==> config.mk <==
export PLATFORM = sky130hd
export DESIGN_NAME = set_assoc_lru_cache_stall_counter_flat
export DESIGN_NICKNAME = d
export VERILOG_FILES = /design/src/hdl/salc_pkg.sv /design/src/hdl/salc_ifs.sv /design/src/hdl/salc_ram.sv /design/src/hdl/salc_way_logic.sv /design/src/hdl/set_assoc_lru_cache_stall_counter.sv /design/src/flat_wrapper.sv
export VERILOG_INCLUDE_DIRS = /design/src /design/src/hdl
export SDC_FILE = /design/constraint.sdc
export NUM_CORES = 1
export LEC_CHECK = 0
export BUFFER_PORTS_ARGS = -buffer_cell sky130_fd_sc_hd__buf_2
export CORE_ASPECT_RATIO = 0.5
export CORE_MARGIN = 2
export CORE_UTILIZATION = 29
export CTS_BUF_LIST = sky130_fd_sc_hd__clkbuf_4
export DETAILED_ROUTE_END_ITERATION = 16
export PLACE_DENSITY = 0.53
export REMOVE_ABC_BUFFERS = 1
export SYNTH_ARGS = -nofsm -noshare
export SYNTH_HDL_FRONTEND = slang
export SYNTH_SLANG_ARGS = --single-unit
==> constraint.sdc <==
create_clock -name clock -period 16.4 [get_ports clock]
set_input_delay 0.82 -clock clock [delete_from_list [all_inputs] [get_ports clock]]
set_output_delay 0.82 -clock clock [all_outputs]
set_load 0.02 [all_outputs]
==> src/hdl/assert_macros.svh <==
// Assertion macros for the RTL file that checks itself.
`ifndef ASSERT_MACROS_SVH
`define ASSERT_MACROS_SVH

// Same-cycle implication, disabled while reset is high.
`define ASSERT_IMPLIES(label, clk, rst, ante, cons) \
   label: assert property (@(posedge clk) disable iff (rst) (ante) |-> (cons)) \
      else $error("assertion failed");

// Next-cycle implication, disabled while reset is high.
`define ASSERT_NEXT(label, clk, rst, ante, cons) \
   label: assert property (@(posedge clk) disable iff (rst) (ante) |=> (cons)) \
      else $error("assertion failed");

`endif

==> src/hdl/salc_pkg.sv <==
// Package: constants, register indexes and types of the LRU cache stall counter.
package salc_pkg;

   // Register reset values: one-word bus 8*(1+100+1+2), wide bus 1+100+1+2.
   localparam logic [7:0]  HIT_CYCLES_RST = 8'd4;
   localparam logic [15:0] PEN_A_RST      = 16'(8 * (1 + 100 + 1 + 2));
   localparam logic [15:0] PEN_B_RST      = 16'(1 + 100 + 1 + 2);

   localparam int ADDR_W    = 32;
   localparam int TOTAL_W   = 32;
   localparam int CSR_IDX_W = 2;
   localparam int CSR_DAT_W = 16;

   localparam logic [CSR_IDX_W-1:0] CSR_HIT_CYCLES = 2'd0;
   localparam logic [CSR_IDX_W-1:0] CSR_MISS_PEN_A = 2'd1;
   localparam logic [CSR_IDX_W-1:0] CSR_MISS_PEN_B = 2'd2;

   typedef enum logic {
      ST_IDLE,
      ST_LOOKUP
   } salc_state_type;

   // Elaboration-time floor(log2(v)).
   function automatic int flog2(input int v);
      int n;
      int x;
      n = 0;
      x = v;
      while (x > 1) begin
         x = x >> 1;
         n = n + 1;
      end
      return n;
   endfunction

endpackage

==> src/hdl/salc_ifs.sv <==
// Interfaces: request, response and register-write channels.
interface salc_req_if import salc_pkg::*; ();
   logic              valid;
   logic              ready;
   logic [ADDR_W-1:0] address;

   modport source (output valid, output address, input ready);
   modport sink   (input valid, input address, output ready);
endinterface

interface salc_rsp_if import salc_pkg::*; ();
   logic               valid;
   logic               ready;
   logic               hit;
   logic [2:0]         way;
   logic               set_index;
   logic [TOTAL_W-1:0] stall_total_a;
   logic [TOTAL_W-1:0] stall_total_b;
   logic [TOTAL_W-1:0] miss_total;

   modport source (output valid, output hit, output way, output set_index,
                   output stall_total_a, output stall_total_b, output miss_total,
                   input ready);
   modport sink   (input valid, input hit, input way, input set_index,
                   input stall_total_a, input stall_total_b, input miss_total,
                   output ready);
endinterface

interface salc_csr_if import salc_pkg::*; ();
   logic                 valid;
   logic                 ready;
   logic [CSR_IDX_W-1:0] index;
   logic [CSR_DAT_W-1:0] data;

   modport source (output valid, output index, output data, input ready);
   modport sink   (input valid, input index, input data, output ready);
endinterface

==> src/hdl/salc_ram.sv <==
// Generic single-port-write, registered-read RAM.
module salc_ram #(
   parameter int WIDTH = 8,
   parameter int DEPTH = 2,
   localparam int AW   = (DEPTH > 1) ? $clog2(DEPTH) : 1
) (
   input  logic             clock,
   input  logic             we,
   input  logic [AW-1:0]    waddr,
   input  logic [WIDTH-1:0] wdata,
   input  logic             re,
   input  logic [AW-1:0]    raddr,
   output logic [WIDTH-1:0] rdata
);

   logic [WIDTH-1:0] mem [DEPTH];
   logic [WIDTH-1:0] rdata_ff;

   always_ff @(posedge clock) begin
      if (we) begin
         mem[waddr] <= wdata;
      end
      if (re) begin
         rdata_ff <= mem[raddr];
      end
   end

   assign rdata = rdata_ff;

endmodule

==> src/hdl/salc_way_logic.sv <==
// Per-set tag match, victim choice and recency-rank update.
module salc_way_logic #(
   parameter int WAYS   = 8,
   parameter int TAG_W  = 26,
   localparam int RANK_W = (WAYS > 1) ? $clog2(WAYS) : 1,
   localparam int WAY_W  = RANK_W,
   localparam int ROW_W  = WAYS * (1 + TAG_W + RANK_W)
) (
   input  logic [ROW_W-1:0] row_in,
   input  logic             row_ok,   // row written since reset
   input  logic [TAG_W-1:0] tag,
   output logic             hit,
   output logic [WAY_W-1:0] way,
   output logic [ROW_W-1:0] row_out
);

   localparam int TAG_BASE  = WAYS;
   localparam int RANK_BASE = WAYS + WAYS * TAG_W;

   logic [WAYS-1:0]   vld;
   logic [TAG_W-1:0]  tg [WAYS];
   logic [RANK_W-1:0] rk [WAYS];
   logic [WAYS-1:0]   match;

   always_comb begin
      logic [WAY_W-1:0]  hit_way;
      logic [WAY_W-1:0]  free_way;
      logic [WAY_W-1:0]  lru_way;
      logic [RANK_W:0]   old_rank;
      logic [RANK_W-1:0] new_rk;

      // unwritten row reads as reset: invalid, rank zero
      for (int i = 0; i < WAYS; i++) begin
         vld[i]   = row_ok & row_in[i];
         tg[i]    = row_in[TAG_BASE + i*TAG_W +: TAG_W];
         rk[i]    = row_ok ? row_in[RANK_BASE + i*RANK_W +: RANK_W] : '0;
         match[i] = vld[i] && (tg[i] == tag);
      end

      hit_way  = '0;
      free_way = '0;
      for (int i = WAYS - 1; i >= 0; i--) begin
         if (match[i]) hit_way = WAY_W'(i);
         if (!vld[i])  free_way = WAY_W'(i);
      end
      // all ways valid: ranks are a permutation, oldest holds WAYS-1
      lru_way = '0;
      for (int i = 0; i < WAYS; i++) begin
         if (rk[i] == RANK_W'(WAYS - 1)) lru_way = WAY_W'(i);
      end

      hit = |match;
      if (hit) begin
         way = hit_way;
      end else if (!(&vld)) begin
         way = free_way;
      end else begin
         way = lru_way;
      end

      old_rank = vld[way] ? {1'b0, rk[way]} : (RANK_W + 1)'(WAYS);

      row_out = '0;
      for (int i = 0; i < WAYS; i++) begin
         if (WAY_W'(i) == way) begin
            new_rk = '0;
         end else if (vld[i] && ({1'b0, rk[i]} < old_rank)) begin
            new_rk = rk[i] + 1'b1;
         end else begin
            new_rk = rk[i];
         end
         row_out[i] = vld[i] | (WAY_W'(i) == way);
         row_out[TAG_BASE + i*TAG_W +: TAG_W] =
            (!hit && (WAY_W'(i) == way)) ? tag : tg[i];
         row_out[RANK_BASE + i*RANK_W +: RANK_W] = new_rk;
      end
   end

endmodule

==> src/hdl/set_assoc_lru_cache_stall_counter.sv <==
// Top level: set-associative LRU cache lookup with stall and miss totals.
//
// Usage
//  - req_ch: one byte address per transfer. rsp_ch: one result per request,
//    with hit, way, set and the three running totals after this access.
//  - csr_ch: register writes (0 hit cycles, 1 miss penalty a, 2 miss
//    penalty b); always ready, other indexes ignored. Write only when idle.
//  - Each set lives in one RAM row (valid, tag and rank of every way). A
//    request reads its row on the transfer edge; the lookup state then matches,
//    picks the victim and, once the result register is free, writes the row
//    back and loads the result register.
//  - Each result passes the RAM read register, then the result register.
//  - One request at a time: req_ch.ready is low during the lookup, so a new
//    request waits until the row of the last one has been written back.
//  - A waiting result does not block the next request transfer; the lookup
//    holds only if the result register is still full when it finishes.
//  - Reset (synchronous) clears the row-valid flops, so every set reads as
//    empty with zero ranks; no clearing pass. Totals clear, registers take
//    their defaults (4, 832, 104). Totals saturate at 2^32-1.
//  - SETS and BLOCK_BYTES are powers of two.
`include "assert_macros.svh"

module set_assoc_lru_cache_stall_counter import salc_pkg::*; #(
   parameter int WAYS        = 8,
   parameter int SETS        = 2,
   parameter int BLOCK_BYTES = 32
) (
   input logic          clock,
   input logic          reset,
   salc_req_if.sink     req_ch,
   salc_rsp_if.source   rsp_ch,
   salc_csr_if.sink     csr_ch
);

   localparam int OFF_BITS = flog2(BLOCK_BYTES);
   localparam int IDX_BITS = flog2(SETS);
   localparam int TAG_W    = ADDR_W - OFF_BITS - IDX_BITS;
   localparam int SET_W    = (SETS > 1) ? $clog2(SETS) : 1;
   localparam int RANK_W   = (WAYS > 1) ? $clog2(WAYS) : 1;
   localparam int WAY_W    = RANK_W;
   localparam int ROW_W    = WAYS * (1 + TAG_W + RANK_W);

   // config registers
   logic [7:0]  hit_cycles_ff, hit_cycles_in;
   logic [15:0] pen_a_ff, pen_a_in;
   logic [15:0] pen_b_ff, pen_b_in;

   // control
   salc_state_type    state_ff, state_in;
   logic [SETS-1:0]   row_ok_ff, row_ok_in;
   logic [SET_W-1:0]  set_ff, set_in;
   logic [TAG_W-1:0]  tag_ff, tag_in;

   // totals
   logic [TOTAL_W-1:0] acc_a_ff, acc_a_in;
   logic [TOTAL_W-1:0] acc_b_ff, acc_b_in;
   logic [TOTAL_W-1:0] miss_ff, miss_in;

   // result register
   logic               rsp_valid_ff, rsp_valid_in;
   logic               rsp_hit_ff, rsp_hit_in;
   logic [2:0]         rsp_way_ff, rsp_way_in;
   logic               rsp_set_ff, rsp_set_in;

   logic              req_xfer;
   logic              finish;
   logic [SET_W-1:0]  req_set;
   logic [ROW_W-1:0]  row_rd, row_wr;
   logic              lk_hit;
   logic [WAY_W-1:0]  lk_way;

   assign req_ch.ready = (state_ff == ST_IDLE);
   assign csr_ch.ready = 1'b1;
   assign req_xfer     = req_ch.valid && req_ch.ready;
   assign req_set      = (SETS > 1) ? SET_W'(req_ch.address >> OFF_BITS) : '0;
   // lookup completes once the result register is free
   assign finish       = (state_ff == ST_LOOKUP) && (!rsp_valid_ff || rsp_ch.ready);

   salc_ram #(.WIDTH(ROW_W), .DEPTH(SETS)) u_row_ram (
      .clock (clock),
      .we    (finish),
      .waddr (set_ff),
      .wdata (row_wr),
      .re    (req_xfer),
      .raddr (req_set),
      .rdata (row_rd)
   );

   salc_way_logic #(.WAYS(WAYS), .TAG_W(TAG_W)) u_way_logic (
      .row_in  (row_rd),
      .row_ok  (row_ok_ff[set_ff]),
      .tag     (tag_ff),
      .hit     (lk_hit),
      .way     (lk_way),
      .row_out (row_wr)
   );

   always_ff @(posedge clock) begin
      if (reset) begin
         state_ff      <= ST_IDLE;
         row_ok_ff     <= '0;
         acc_a_ff      <= '0;
         acc_b_ff      <= '0;
         miss_ff       <= '0;
         rsp_valid_ff  <= 1'b0;
         hit_cycles_ff <= HIT_CYCLES_RST;
         pen_a_ff      <= PEN_A_RST;
         pen_b_ff      <= PEN_B_RST;
      end else begin
         state_ff      <= state_in;
         row_ok_ff     <= row_ok_in;
         acc_a_ff      <= acc_a_in;
         acc_b_ff      <= acc_b_in;
         miss_ff       <= miss_in;
         rsp_valid_ff  <= rsp_valid_in;
         hit_cycles_ff <= hit_cycles_in;
         pen_a_ff      <= pen_a_in;
         pen_b_ff      <= pen_b_in;
      end
   end

   // payload registers, no reset
   always_ff @(posedge clock) begin
      set_ff     <= set_in;
      tag_ff     <= tag_in;
      rsp_hit_ff <= rsp_hit_in;
      rsp_way_ff <= rsp_way_in;
      rsp_set_ff <= rsp_set_in;
   end

   // register writes
   always_comb begin
      hit_cycles_in = hit_cycles_ff;
      pen_a_in      = pen_a_ff;
      pen_b_in      = pen_b_ff;
      if (csr_ch.valid && csr_ch.ready) begin
         case (csr_ch.index)
            CSR_HIT_CYCLES: hit_cycles_in = csr_ch.data[7:0];
            CSR_MISS_PEN_A: pen_a_in      = csr_ch.data;
            CSR_MISS_PEN_B: pen_b_in      = csr_ch.data;
            default: ;
         endcase
      end
   end

   // sequencer and accounting
   always_comb begin
      logic [TOTAL_W+1:0] sum_a;
      logic [TOTAL_W+1:0] sum_b;

      state_in     = state_ff;
      row_ok_in    = row_ok_ff;
      set_in       = set_ff;
      tag_in       = tag_ff;
      acc_a_in     = acc_a_ff;
      acc_b_in     = acc_b_ff;
      miss_in      = miss_ff;
      rsp_valid_in = rsp_valid_ff && !rsp_ch.ready;
      rsp_hit_in   = rsp_hit_ff;
      rsp_way_in   = rsp_way_ff;
      rsp_set_in   = rsp_set_ff;

      // hit time always, penalty on a miss; saturation of the sum equals
      // saturating after each step
      sum_a = {2'b00, acc_a_ff} + (TOTAL_W + 2)'(hit_cycles_ff)
            + (lk_hit ? '0 : (TOTAL_W + 2)'(pen_a_ff));
      sum_b = {2'b00, acc_b_ff} + (TOTAL_W + 2)'(hit_cycles_ff)
            + (lk_hit ? '0 : (TOTAL_W + 2)'(pen_b_ff));

      case (state_ff)
         ST_IDLE: begin
            if (req_xfer) begin
               set_in   = req_set;
               tag_in   = TAG_W'(req_ch.address >> (OFF_BITS + IDX_BITS));
               state_in = ST_LOOKUP;
            end
         end
         ST_LOOKUP: begin
            if (finish) begin
               row_ok_in[set_ff] = 1'b1;
               acc_a_in = (sum_a[TOTAL_W+1:TOTAL_W] != 2'b00) ? '1 : sum_a[TOTAL_W-1:0];
               acc_b_in = (sum_b[TOTAL_W+1:TOTAL_W] != 2'b00) ? '1 : sum_b[TOTAL_W-1:0];
               if (!lk_hit && (miss_ff != '1)) begin
                  miss_in = miss_ff + 1'b1;
               end
               rsp_valid_in = 1'b1;
               rsp_hit_in   = lk_hit;
               rsp_way_in   = 3'(lk_way);
               rsp_set_in   = set_ff[0];
               state_in     = ST_IDLE;
            end
         end
         default: state_in = ST_IDLE;
      endcase
   end

   assign rsp_ch.valid         = rsp_valid_ff;
   assign rsp_ch.hit           = rsp_hit_ff;
   assign rsp_ch.way           = rsp_way_ff;
   assign rsp_ch.set_index     = rsp_set_ff;
   assign rsp_ch.stall_total_a = acc_a_ff;
   assign rsp_ch.stall_total_b = acc_b_ff;
   assign rsp_ch.miss_total    = miss_ff;

   // a finished lookup never overwrites a result still waiting
   `ASSERT_IMPLIES(a_no_overwrite, clock, reset, finish, !rsp_valid_ff || rsp_ch.ready)
   // a request transfer always starts a lookup of its row
   `ASSERT_NEXT(a_accept_lookup, clock, reset, req_xfer, state_ff == ST_LOOKUP)
   // a hit leaves the miss count alone
   `ASSERT_NEXT(a_hit_no_miss, clock, reset, finish && lk_hit, miss_ff == $past(miss_ff))
   // miss count never goes down
   `ASSERT_NEXT(a_miss_monotone, clock, reset, !reset, miss_ff >= $past(miss_ff))

endmodule
==> src/flat_wrapper.sv <==
// flat-port wrapper written by rule: the top's interface ports become plain ports
module set_assoc_lru_cache_stall_counter_flat import salc_pkg::*;
#(
   parameter int WAYS        = 8,
   parameter int SETS        = 2,
   parameter int BLOCK_BYTES = 32
)
  (clock, reset, req_ch_valid, req_ch_address, req_ch_ready, rsp_ch_valid, rsp_ch_hit, rsp_ch_way, rsp_ch_set_index, rsp_ch_stall_total_a, rsp_ch_stall_total_b, rsp_ch_miss_total, rsp_ch_ready, csr_ch_valid, csr_ch_index, csr_ch_data, csr_ch_ready);
  salc_req_if req_ch_i ();
  salc_rsp_if rsp_ch_i ();
  salc_csr_if csr_ch_i ();
  input logic clock;
  input logic reset;
  input wire logic [$bits(req_ch_i.valid)-1:0] req_ch_valid;
  input wire logic [$bits(req_ch_i.address)-1:0] req_ch_address;
  output wire logic [$bits(req_ch_i.ready)-1:0] req_ch_ready;
  output wire logic [$bits(rsp_ch_i.valid)-1:0] rsp_ch_valid;
  output wire logic [$bits(rsp_ch_i.hit)-1:0] rsp_ch_hit;
  output wire logic [$bits(rsp_ch_i.way)-1:0] rsp_ch_way;
  output wire logic [$bits(rsp_ch_i.set_index)-1:0] rsp_ch_set_index;
  output wire logic [$bits(rsp_ch_i.stall_total_a)-1:0] rsp_ch_stall_total_a;
  output wire logic [$bits(rsp_ch_i.stall_total_b)-1:0] rsp_ch_stall_total_b;
  output wire logic [$bits(rsp_ch_i.miss_total)-1:0] rsp_ch_miss_total;
  input wire logic [$bits(rsp_ch_i.ready)-1:0] rsp_ch_ready;
  input wire logic [$bits(csr_ch_i.valid)-1:0] csr_ch_valid;
  input wire logic [$bits(csr_ch_i.index)-1:0] csr_ch_index;
  input wire logic [$bits(csr_ch_i.data)-1:0] csr_ch_data;
  output wire logic [$bits(csr_ch_i.ready)-1:0] csr_ch_ready;
  assign req_ch_i.valid = req_ch_valid;
  assign req_ch_i.address = req_ch_address;
  assign req_ch_ready = req_ch_i.ready;
  assign rsp_ch_valid = rsp_ch_i.valid;
  assign rsp_ch_hit = rsp_ch_i.hit;
  assign rsp_ch_way = rsp_ch_i.way;
  assign rsp_ch_set_index = rsp_ch_i.set_index;
  assign rsp_ch_stall_total_a = rsp_ch_i.stall_total_a;
  assign rsp_ch_stall_total_b = rsp_ch_i.stall_total_b;
  assign rsp_ch_miss_total = rsp_ch_i.miss_total;
  assign rsp_ch_i.ready = rsp_ch_ready;
  assign csr_ch_i.valid = csr_ch_valid;
  assign csr_ch_i.index = csr_ch_index;
  assign csr_ch_i.data = csr_ch_data;
  assign csr_ch_ready = csr_ch_i.ready;
  set_assoc_lru_cache_stall_counter #(.WAYS(WAYS), .SETS(SETS), .BLOCK_BYTES(BLOCK_BYTES)) u_core (.clock(clock), .reset(reset), .req_ch(req_ch_i), .rsp_ch(rsp_ch_i), .csr_ch(csr_ch_i));
endmodule
==> results of run 1 <==
through the flow:
stage           util  area [sq um]
4_1_cts        0.335         48000
5_1_grt        0.335         48000
2_1_floorplan      -         41300
3_5_place_dp   0.313         44900
6_report       0.335         48100
3_3_place_gp   0.313         44900
where the power goes:
part / switching, mW / leakage (nW) / internal, mW
clock: 0.940 / 1.59 / 0.884
combinational: 0.319 / 7.10 / 0.207
sequential: 0.0600 / 8.16 / 2.60
total: 1.32 / 16.9 / 3.69
worst max-delay path: stages (launching register included):
cell       delay [ns]
edfxtp_1         0.51
mux2_4           0.51
buf_4            0.43
nand4_1          0.49
nor4_1           0.66
a22oi_1          0.41
nand2_2          0.40
nor2_2           0.18
and2_1           0.20
ha_1             0.23
fa_1             0.41
a21o_1           0.17
a21oi_1          0.28
o211a_1          0.18
o21ai_0          0.20
a31o_2           0.32
a2111oi_0        0.51
nor2_1           0.25
a41oi_1          0.34
or2_2            0.58
and2_1           0.45
o2111a_1         0.24
nor3_1           0.04
registers in the layout, indices dropped and copies added (netlist names), 2 cells and up:
name,flops
u_core.pen_a_ff,16
u_core.rsp_ch.miss_total,32
u_core.tag_ff,26
u_core.rsp_ch.stall_total_a,32
u_core.hit_cycles_ff,8
u_core.rsp_ch.stall_total_b,32
u_core.pen_b_ff,16
u_core.rsp_ch.way,3
u_core.u_row_ram.rdata,240
u_core.u_row_ram.mem,480
u_core.row_ok_ff,2
cell type report:
| type | instances | area [sq um] | area share |
|---|---|---|---|
| sequential | 892 | 25400 | 0.528 |
| multi-input combinational | 2024 | 15700 | 0.327 |
| tap | 1900 | 2380 | 0.0495 |
| clock buffer | 307 | 2300 | 0.0480 |
| timing repair buffer | 254 | 1660 | 0.0346 |
| clock inverter | 73 | 395 | 0.00823 |
| inverter | 51 | 194 | 0.00404 |
| antenna | 9 | 22.5 | 0.000469 |
worst paths after layout:
path / end / slack (ns)
max: u_core.rsp_ch.stall_total_a[23] / 8.24
min: u_core.rsp_ch.miss_total[24] / 0.20
max reg2reg: u_core.rsp_ch.stall_total_a[23] / 8.24
min reg2reg: u_core.pen_a_ff[0] / 0.45
metal layers:
metal | global-route usage | vias up | part of all wire
met2 | 0.240 | 574 | 0.48
met1 | 0.187 | 13442 | 0.46
met5 | 0 | - | 0.00043
met4 | 0.0420 | 6 | 0.016
met3 | 0.0279 | 168 | 0.044
li1 | - | 12511 | -
cell families (layout without fill, tap and decap cells):
| group | count (synthesis) | count (layout) |
|---|---|---|
| simple gates | 773 | 773 |
| buf+inv | 214 | 685 |
| compound gates | 384 | 384 |
| fa+ha+maj | 84 | 84 |
| mux | 482 | 482 |
| xor+xnor | 300 | 300 |
| other cells | 1 | 10 |
| flops | 892 | 892 |
cells in the mapped netlist (13+ instances only):
library cell and instances:
ha_1 80, nand3_1 45, a21o_1 21, a211o_1 13, inv_1 49, buf_2 47
o21ai_0 63, a211oi_1 37, mux2i_1 26, edfxtp_1 752, o2111ai_1 13, or3_1 16
xnor2_1 221, nor2_1 178, dfxtp_1 140, clkbuf_1 97, xor2_1 74, a311oi_1 19
and3_1 26, nor4_1 24, nand4_1 92, nor3_1 42, o21a_1 21, a21oi_1 109
nand2_1 196, mux2_2 451, and2_1 57
timing repair:
item,4_1_cts,5_1_grt
endpoints found under the hold margin,68,0
setup endpoints to repair,0,0
hold buffers,44,0
==> results by group, run 1 <==
Status
  – Status: completed

Route
  – Vias per cell: 4.85
  – DRC violations left: 0
  – DRT Pass-1 Iters: 7
  – First DRT Iteration DRCs: 1670
  – Post-Route WL: 107 mm
  – DR WL/cell: 19.4 um
  – Post-route ant nets: 0
  – Vias post-DR: 26701

Synth
  – Main combinational cell family by area after synthesis: multiplexers
  – Synth Area in Compound Gates: 0.0615
  – Simple-Gate Fraction of Synth Area: 0.0937
  – EDFF count, synth: 752
  – Netlist cell types: 96
  – Syn avg cell area: 13.4 sq um
  – Sequential share of the synthesized area: 0.604
  – Post-synth top area share: 0.538
  – Cell count after synthesis: 3130
  – Synth Flop Type: edfxtp_1
  – Synth Cell Area: 42000 sq um
  – Asr flop ratio synth: 0
  – Post-synthesis xor/xnor area fraction: 0.0634
  – Synth warnings: 0
  – Area contributors post-synth: edfxtp_1 (54%), mux2_2 (12%), dfxtp_1 (6.7%)
  – Synthesis-stage register bit count: 892
  – Post-synth top area cell: edfxtp_1
  – Post-synthesis mux area share: 0.129
  – Post-Synth Adder-Cell Area: 0.0257

Clock network
  – Num CTS Buffers: 215
  – CTS tree: done
  – Setup bufs post-CTS: 0
  – Number of gates resized after cts: 0
  – H-tree Lvls: 4
  – CTS root buffer: clkbuf_4
  – Max clock buf depth: 3
  – CTS Sinks: a little under 900
  – Clock transition at path regs: 0.07 ns
  – Clock Latency Late Sink: roughly 1.2 ns

Die
  – Starting Density: 0.293
  – Die span in y: 273 um
  – IO Pins: roughly 160
  – Core Area: 143000 sq um
  – Row Count: roughly 100
  – Die area: 148000 sq um
  – Die Wd: 542 um

Finish
  – Most frequent cells in the layout: edfxtp_1 (752), mux2_2 (451), clkbuf_4 (307)
  – Fillers: 14174
  – Post-Layout Cell Count: 5510
  – Area growth syn-to-layout: 14.4%
  – Commonest non-fill, non-tap cell in the layout: edfxtp_1
  – Share of post-route cells with drive strength above 1: 0.288
  – Post-layout net count: 3577

STA
  – Worst-Margin Slew: 1.25 ns
  – RSZ-0062 raised after global routing: false
  – Min Tclk post-route: 8.16 ns
  – Final Hold Fails: 0
  – Relative slew slack: 0.159
  – Final worst slack: 8.24 ns
  – Post-Route Skew: between 0.1 and 0.15 ns
  – Pins Over Slew Limit: 0
  – Post-route setup TNS: 0 ns
  – Fmax: 0.123 GHz
  – Final period utilization: 0.497
  – Worst hold margin: 0.202 ns
  – Setup violations, final: 0

Critical path
  – R2R depth: 22
  – Crit path from: u_core.set_ff
  – Crit Path Max Fanout: 29
  – R2r startpoint: u_core.set_ff
  – Setup CP Type: flip-flop to flip-flop
  – CP arrival: 9.12 ns
  – CP endpoint kind: flip-flop
  – Critical path launch point type: flip-flop
  – Critical Path RT: 17.36 ns

Min path
  – WHS Path Cells: 2
  – Hold WC Path Type: input pin to flip-flop
  – HP Start: reset

GRT
  – Grt total ovfl: 0
  – Number of global-route vias before repair: 27438
  – Initial antenna violation count: 9
  – First-pass GRT wire length: 163 mm
  – GRT Resource Usage Total: 0.143
  – Largest net degree at the start of global routing: 141

Placed design
  – Placed Cells: 5077
  – DP HPWL: between 60 and 70 mm
  – Place WS: 8.31 ns
  – Final Wtd Congestion: 0.849
  – Port Buffer Count: 152

Pwr
  – Worst ir drop on vdd: 70.9 uV
  – P per Cell Area: 104 nW/um^2
  – Pwr Total: 5.01 mW
  – Leak pwr: 16.9 nW

Flow run
  – Max-Cap Viols: 0
Note: power is estimated with default switching activity, not from simulation.
==> run 2, diff against run 1 <==
--- a/config.mk
+++ b/config.mk
@@ -12,7 +12,7 @@
 export CORE_UTILIZATION = 29
 export CTS_BUF_LIST = sky130_fd_sc_hd__clkbuf_4
 export DETAILED_ROUTE_END_ITERATION = 16
-export PLACE_DENSITY = 0.53
+export PLACE_DENSITY = 0.55
 export REMOVE_ABC_BUFFERS = 1
 export SYNTH_ARGS = -nofsm -noshare
 export SYNTH_HDL_FRONTEND = slang
==> constraint.sdc (replaced) <==
create_clock -name clock -period 7.4 [get_ports clock]
set_input_delay 0.37 -clock clock [delete_from_list [all_inputs] [get_ports clock]]
set_output_delay 0.37 -clock clock [all_outputs]
set_load 0.02 [all_outputs]
==> run 2 against run 1 <==
Cell count up 2.2%; highest routed layer unchanged; combinational power is 120% higher; utilization increased by 0.77 points; global-route usage up 0.18 points; largest power group unchanged; power grew 120%; non-clock buffer count is 120 higher; via count increased by 2.0%; flip-flop and latch count did not move; sequential power rose by 120%.
==> results by group, run 2 (same netlist as run 1, synthesis figures left out) <==
Status
  – Status: completed

Finish
  – Register area: 25400 sq um (unchanged)
  – Post-layout net count: 3695 (+3.3%)
  – Share of post-route cells with drive strength above 1: 0.291 (+0.00362)
  – Fillers: 14078 (-0.68%)
  – Most frequent cells in the layout: edfxtp_1 (752), mux2_2 (451), clkbuf_4 (303)
  – Commonest non-fill, non-tap cell in the layout: edfxtp_1
  – Multi-input logic area: 15700 sq um (about the same)
  – Post-Layout Cell Count: 5630 (+2.2%)
  – Design area: 49200 sq um (+2.3%)
  – Max reg flops: 480 (unchanged)
  – Reg with most FFs: u_core.u_row_ram.mem
  – Area growth syn-to-layout: 17.0%

GRT
  – GRT Resource Usage Total: 0.145 (+0.00181)
  – Grt total ovfl: 0 (unchanged)
  – Initial antenna violation count: 9 (unchanged)
  – Number of global-route vias before repair: 28000 (+2.0%)
  – Largest net degree at the start of global routing: 160 (+13%)
  – First-pass GRT wire length: 165 mm (+1.2%)

Critical path
  – CP endpoint kind: flip-flop
  – Reg-to-reg slack, setup: 0.73 ns (-7.51 ns)
  – CP arrival: 7.66 ns (-1.46 ns)
  – R2r startpoint: u_core.tag_ff[13]
  – Crit Path Max Fanout: 15 (-48%)
  – Reg-to-Reg End: u_core.rsp_ch.stall_total_a[23]
  – R2R depth: 24 (+9.1%)
  – Critical Path RT: 8.39 ns (-8.97 ns)
  – Setup CP Type: flip-flop to flip-flop
  – Critical path launch point type: flip-flop

Min path
  – WHS Path Cells: 3 (+1)
  – Hold EP: u_core.hit_cycles_ff[0]
  – HP Start: reset
  – Hold WC Path Type: input pin to flip-flop

Route
  – First DRT Iteration DRCs: 1731 (+3.7%)
  – DRT Pass-1 Iters: 5 (-2)
  – Post-Route WL: 109 mm (+1.9%)
  – Vias per cell: 4.84 (-0.15%)
  – DRC violations left: 0 (unchanged)
  – Post-route ant nets: 0 (unchanged)
  – Vias post-DR: 27242 (+2.0%)
  – DR WL/cell: 19.4 um (-0.28%)

STA
  – Final Hold Fails: 0 (unchanged)
  – RSZ-0062 raised after global routing: false
  – Post-Route Skew: 0.0931 ns (-0.0121 ns)
  – Fmax: 0.150 GHz (+22%)
  – Setup violations, final: 0 (unchanged)
  – Pins Over Slew Limit: 0 (unchanged)
  – Relative slew slack: 0.232 (+0.0730)
  – Worst-Margin Slew: 1.15 ns (-0.0980 ns)
  – Final worst slack: 0.730 ns (-7.51 ns)
  – Final period utilization: 0.901 (+0.404)
  – Min Tclk post-route: 6.67 ns (-1.49 ns)

Die
  – IO Pins: 159 (unchanged)
  – Row Count: 98 (unchanged)
  – Starting Density: 0.293 (unchanged)
  – Die Wd: 542 um (unchanged)
  – Core Area: 143000 sq um (unchanged)
  – Die area: 148000 sq um (unchanged)
  – Die span in y: 273 um (unchanged)

Clock network
  – CTS Sinks: 892 (unchanged)
  – Clock Latency Late Sink: 1.18 ns (about the same)
  – CTS tree: done
  – CTS root buffer: clkbuf_4
  – Clock transition at path regs: 0.07 ns (about the same)
  – Number of gates resized after cts: 0 (unchanged)
  – Num CTS Buffers: 213 (-0.93%)
  – H-tree Lvls: 4 (unchanged)
  – Max clock buf depth: 3 (unchanged)

Pwr
  – Cell internal pwr: 8.17 mW (+120%)
  – Clock network fraction of design power: 0.361 (-0.003)
  – Net Sw Frac: 0.267 (+0.00416)
  – Switching pwr: 2.98 mW (+130%)
  – Worst ir drop on vdd: 107 uV (+51%)
  – Share of power burned in registers: 0.533 (+0.002)
  – P per Cell Area: 227 nW/um^2 (+120%)
  – Leak pwr: 17.4 nW (+3.2%)
  – Power share of the combinational group: 0.106 (about the same)

Placed design
  – Final Wtd Congestion: 0.845 (-0.46%)
  – DP HPWL: 68.8 mm (+3.9%)
  – Placed Cells: 5133 (+1.1%)
  – Port Buffer Count: 152 (unchanged)
  – Place WS: 0.850 ns (-7.46 ns)
  – Placed inst area: 45400 sq um (+1.1%)

Flow run
  – Max-Cap Viols: 0 (unchanged)
## run 2: layout make-up
| class | instances | share of cell area |
|---|---|---|
| sequential | 892 | 0.516 |
| multi-input combinational | 2024 | 0.320 |
| timing repair buffer | 374 | 0.0572 |
| tap | 1900 | 0.0484 |
| clock buffer | 303 | 0.0463 |
| clock inverter | 77 | 0.00792 |
| inverter | 51 | 0.00394 |
| antenna | 9 | 0.000458 |
## run 2: through the flow
step	utilization	power, mW	setup TNS, ns	hold WS, ns
finish	0.343	11.1	0	0.348
global placement	0.317	7.18	0	0.441
floorplan	-	6.80	-2546.78	0.426
global route	0.343	11.7	0	0.218
detailed placement	0.317	7.21	0	0.445
CTS	0.343	11.3	0	0.159
## run 2: timing repair
item	CTS	global route
setup endpoints to repair	0	0
buffers inserted	0	0
hold buffers	108	0
hold endpoints to repair	265	0
## run 2: how the worst max path moves through the flow
stage	start	end	slack (ns)	depth (start not counted)
after floorplan	u_core.state_ff	u_core.set_ff	-5.64	1
after detailed placement	u_core.tag_ff[13]	u_core.rsp_ch.stall_total_a[23]	0.85	24
after global routing	u_core.tag_ff[13]	u_core.rsp_ch.stall_total_a[18]	0.39	23
final	u_core.tag_ff[13]	u_core.rsp_ch.stall_total_a[23]	0.73	24
after CTS	u_core.tag_ff[13]	u_core.rsp_ch.stall_total_a[23]	0.79	24
after global placement	u_core.tag_ff[13]	u_core.rsp_ch.stall_total_a[23]	0.99	24
## run 2: critical path: stages, from the launching register on
cell and delay (ns):
edfxtp_1 1.06, xnor2_1 0.23, nand4b_1 0.42, nor4_1 0.42, buf_4 0.23, nand4_2 0.13, nand4_1 0.21, nor2_2 0.17
buf_4 0.20, buf_4 0.18, and2_1 0.19, ha_1 0.36, a21o_1 0.22, a21o_1 0.17, a21oi_1 0.17, nand2b_1 0.08
a31o_2 0.23, a2111oi_0 0.47, buf_4 0.19, nor2_1 0.06, a41oi_1 0.33, or2_2 0.25, and2_1 0.26, o2111a_1 0.22
nor3_1 0.05
## run 2: power by group through the flow
| stage | clock network, mW | logic [mW] | registers, mW |
|---|---|---|---|
| after floorplan | 0 | 0.697 | 6.11 |
| after global placement | 0 | 1.13 | 6.04 |
| after detailed placement | 0 | 1.15 | 6.05 |
| after CTS | 4.20 | 1.20 | 5.94 |
| after global routing | 4.45 | 1.30 | 5.97 |
| final | 4.02 | 1.18 | 5.94 |
## run 2: layer usage
layer / track usage / routed length [um] / vias to the layer above
li1: - / - / 12750
met1: 0.191 / 50800 / 13674
met2: 0.239 / 51200 / 627
met3: 0.0262 / 4550 / 185
met4: 0.0516 / 2370 / 6
met5: 0 / 40 / -
==> run 3, diff against run 2 <==
--- a/config.mk
+++ b/config.mk
@@ -13,7 +13,6 @@
 export CTS_BUF_LIST = sky130_fd_sc_hd__clkbuf_4
 export DETAILED_ROUTE_END_ITERATION = 16
 export PLACE_DENSITY = 0.55
-export REMOVE_ABC_BUFFERS = 1
 export SYNTH_ARGS = -nofsm -noshare
 export SYNTH_HDL_FRONTEND = slang
 export SYNTH_SLANG_ARGS = --single-unit
==> run 3 against run 2 <==
Clock-buffer cell count is 1 lower; sequential share of layout area is 0.11 points lower; via count is 0.37% higher; design area increased by 0.21%; cell count about the same; worst hold slack worse by 0.20 ns; first-iteration DRC count is 1.6% higher; register-to-register slack improved by 0.08 ns; global-route usage rose by 0.32 points; clock power grew 2%; combinational power hardly changed; critical path depth shrank 1; critical path type unchanged.
==> results by group, run 3 (same netlist as run 1, synthesis figures left out) <==
Finish
  – Area growth syn-to-layout: 17.3%
  – Reg with most FFs: u_core.u_row_ram.mem
  – Commonest non-fill, non-tap cell in the layout: edfxtp_1
  – Post-layout net count: 3703 (+0.22%)
  – Max reg flops: 480 (unchanged)
  – Post-Layout Cell Count: 5625 (-0.089%)
  – Post-layout util: 0.344 (+0.000707)
  – Design area: 49300 sq um (+0.21%)
  – Share of post-route cells with drive strength above 1: 0.292 (+0.000897)
  – Most frequent cells in the layout: edfxtp_1 (752), mux2_2 (451), clkbuf_4 (302)

Clock network
  – Number of gates resized after cts: 0 (unchanged)
  – CTS Sinks: 892 (unchanged)
  – CTS tree: done
  – H-tree Lvls: 4 (unchanged)
  – Max clock buf depth: 3 (unchanged)
  – Clock Latency Late Sink: 1.22 ns (+0.04 ns)
  – CTS root buffer: clkbuf_4
  – Clock transition at path regs: 0.07 ns (about the same)
  – Num CTS Buffers: 216 (+1.4%)
  – Setup bufs post-CTS: 0 (unchanged)

STA
  – Pins Over Slew Limit: 0 (unchanged)
  – Post-route setup TNS: 0 ns (unchanged)
  – RSZ-0062 raised after global routing: false
  – Setup violations, final: 0 (unchanged)
  – Fmax: 0.152 GHz (+1.3%)
  – Final period utilization: 0.890 (-0.0111)
  – Post-Route Skew: 0.100 ns (+0.00693 ns)
  – Worst-Margin Slew: 1.23 ns (+0.0801 ns)
  – Relative slew slack: 0.175 (-0.0572)
  – Min Tclk post-route: 6.59 ns (-0.0825 ns)
  – Worst hold margin: 0.147 ns (-0.201 ns)
  – Final worst slack: 0.813 ns (+0.0825 ns)
  – Final Hold Fails: 0 (unchanged)

GRT
  – Number of global-route vias before repair: 27544 (-1.6%)
  – Initial antenna violation count: 3 (-6)
  – Grt total ovfl: 0 (unchanged)
  – GRT Resource Usage Total: 0.148 (+0.00318)
  – Largest net degree at the start of global routing: 146 (-8.8%)
  – First-pass GRT wire length: 168 mm (+1.7%)

Placed design
  – Place WS: 0.787 ns (-0.0634 ns)
  – Final Wtd Congestion: 0.858 (+1.5%)
  – DP HPWL: 72.7 mm (+5.7%)
  – Placed inst area: 45400 sq um (about the same)
  – Port Buffer Count: 152 (unchanged)
  – Placed Cells: 5133 (unchanged)

Min path
  – HP Start: rsp_ch_ready
  – Hold WC Path Type: input pin to flip-flop

Critical path
  – Crit path from: u_core.tag_ff[24]
  – Critical path launch point type: flip-flop
  – CP arrival: 7.57 ns (-0.09 ns)
  – CP endpoint kind: flip-flop
  – Setup CP Type: flip-flop to flip-flop
  – Reg-to-reg slack, setup: 0.81 ns (+0.08 ns)
  – Critical Path RT: 8.39 ns (about the same)
  – Crit Path Max Fanout: 30 (+15)
  – R2r startpoint: u_core.tag_ff[24]

Flow run
  – Max-Cap Viols: 0 (unchanged)

Pwr
  – Power share of the combinational group: 0.106 (about the same)
  – Net Sw Frac: 0.267 (-0.000456)
  – Pwr Total: 11.2 mW (+0.85%)
  – Clock network fraction of design power: 0.365 (+0.004)
  – Worst ir drop on vdd: 140 uV (+30%)
  – Switching pwr: 3.00 mW (+0.68%)
  – P per Cell Area: 228 nW/um^2 (+0.64%)
  – Cell internal pwr: 8.24 mW (+0.91%)
  – Share of power burned in registers: 0.529 (-0.004)
  – Leak pwr: 17.4 nW (+0.25%)

Synth
  – Syn_nets: 3269

Die
  – Starting Density: 0.293 (unchanged)
  – Row Count: 98 (unchanged)
  – Die span in y: 273 um (unchanged)
  – Core Area: 143000 sq um (unchanged)
  – IO Pins: 159 (unchanged)
  – Die Wd: 542 um (unchanged)
  – Die area: 148000 sq um (unchanged)

Route
  – First DRT Iteration DRCs: 1758 (+1.6%)
  – Post-Route WL: 112 mm (+3.0%)
  – Post-route ant nets: 0 (unchanged)
  – DRC violations left: 0 (unchanged)
  – DR WL/cell: 19.9 um (+3.1%)
  – Vias per cell: 4.86 (+0.46%)
  – Vias post-DR: 27343 (+0.37%)
  – DRT Pass-1 Iters: 7 (+2)

Status
  – Status: completed
-- run 3: cell count changes in the layout (fill, tap and decap cells not counted), sizes merged --
cell | before | now
dlygate4sd3 | 108 | 113
clkbuf | 303 | 302
clkinv | 68 | 54
bufinv | 0 | 2
diode | 9 | 12
-- run 3: power by group through the flow --
stage                     Combinational, mW  Sequential [mW]  Clock (mW)
after floorplan                       0.788             6.02           0
after global placement                 1.14             6.04           0
after detailed placement               1.15             6.05           0
after CTS                              1.21             5.95        4.28
after global routing                   1.30             5.97        4.53
final                                  1.19             5.94        4.11
-- run 3: worst paths after layout --
kind / endpoint / depth (start not counted)
worst max-delay path: u_core.rsp_ch.stall_total_b[7] / 23
worst max register to register: u_core.rsp_ch.stall_total_b[7] / 23
worst min-delay path: u_core.rsp_ch.valid / 4
worst min register to register: u_core.pen_b_ff[2] / 2
-- run 3: what timing repair did --
item,in CTS,in global routing
hold buffers,113,0
setup endpoints to repair,0,0
endpoints found under the hold margin,255,0
-- run 3: cell type report --
cell class | instances | area [sq um]
well taps | 1900 | 2380
inverters | 51 | 194
clock buffers | 302 | 2270
multi-input cells | 2024 | 15700
diodes | 12 | 30.0
repair buffers | 379 | 2860
fillers | 14078 | 94100
clock inverters | 65 | 434
flip-flops and latches | 892 | 25400
-- run 3: layer usage --
metal / vias up / track usage / share of wire
li1: 12772 / - / -
met1: 13732 / 0.200 / 0.47
met2: 696 / 0.238 / 0.46
met3: 143 / 0.0299 / 0.055
met4: 0 / 0.0470 / 0.016
met5: - / 0 / 0
-- run 3: critical path, stage by stage (launching register included) --
cell,delay (ns)
edfxtp_1,0.84
buf_4,0.35
xnor2_1,0.15
nand4_1,0.14
nor4_1,0.52
nand4_1,0.31
nand4_1,0.30
nor2_2,0.15
buf_4,0.25
and2_1,0.19
ha_1,0.22
fa_1,0.41
a21o_1,0.18
a21oi_1,0.27
o21ai_0,0.17
a41oi_1,0.32
o21bai_1,0.15
a211oi_1,0.31
nor3b_1,0.15
and3b_1,0.25
a31oi_2,0.17
buf_4,0.24
buf_4,0.19
a211oi_1,0.07
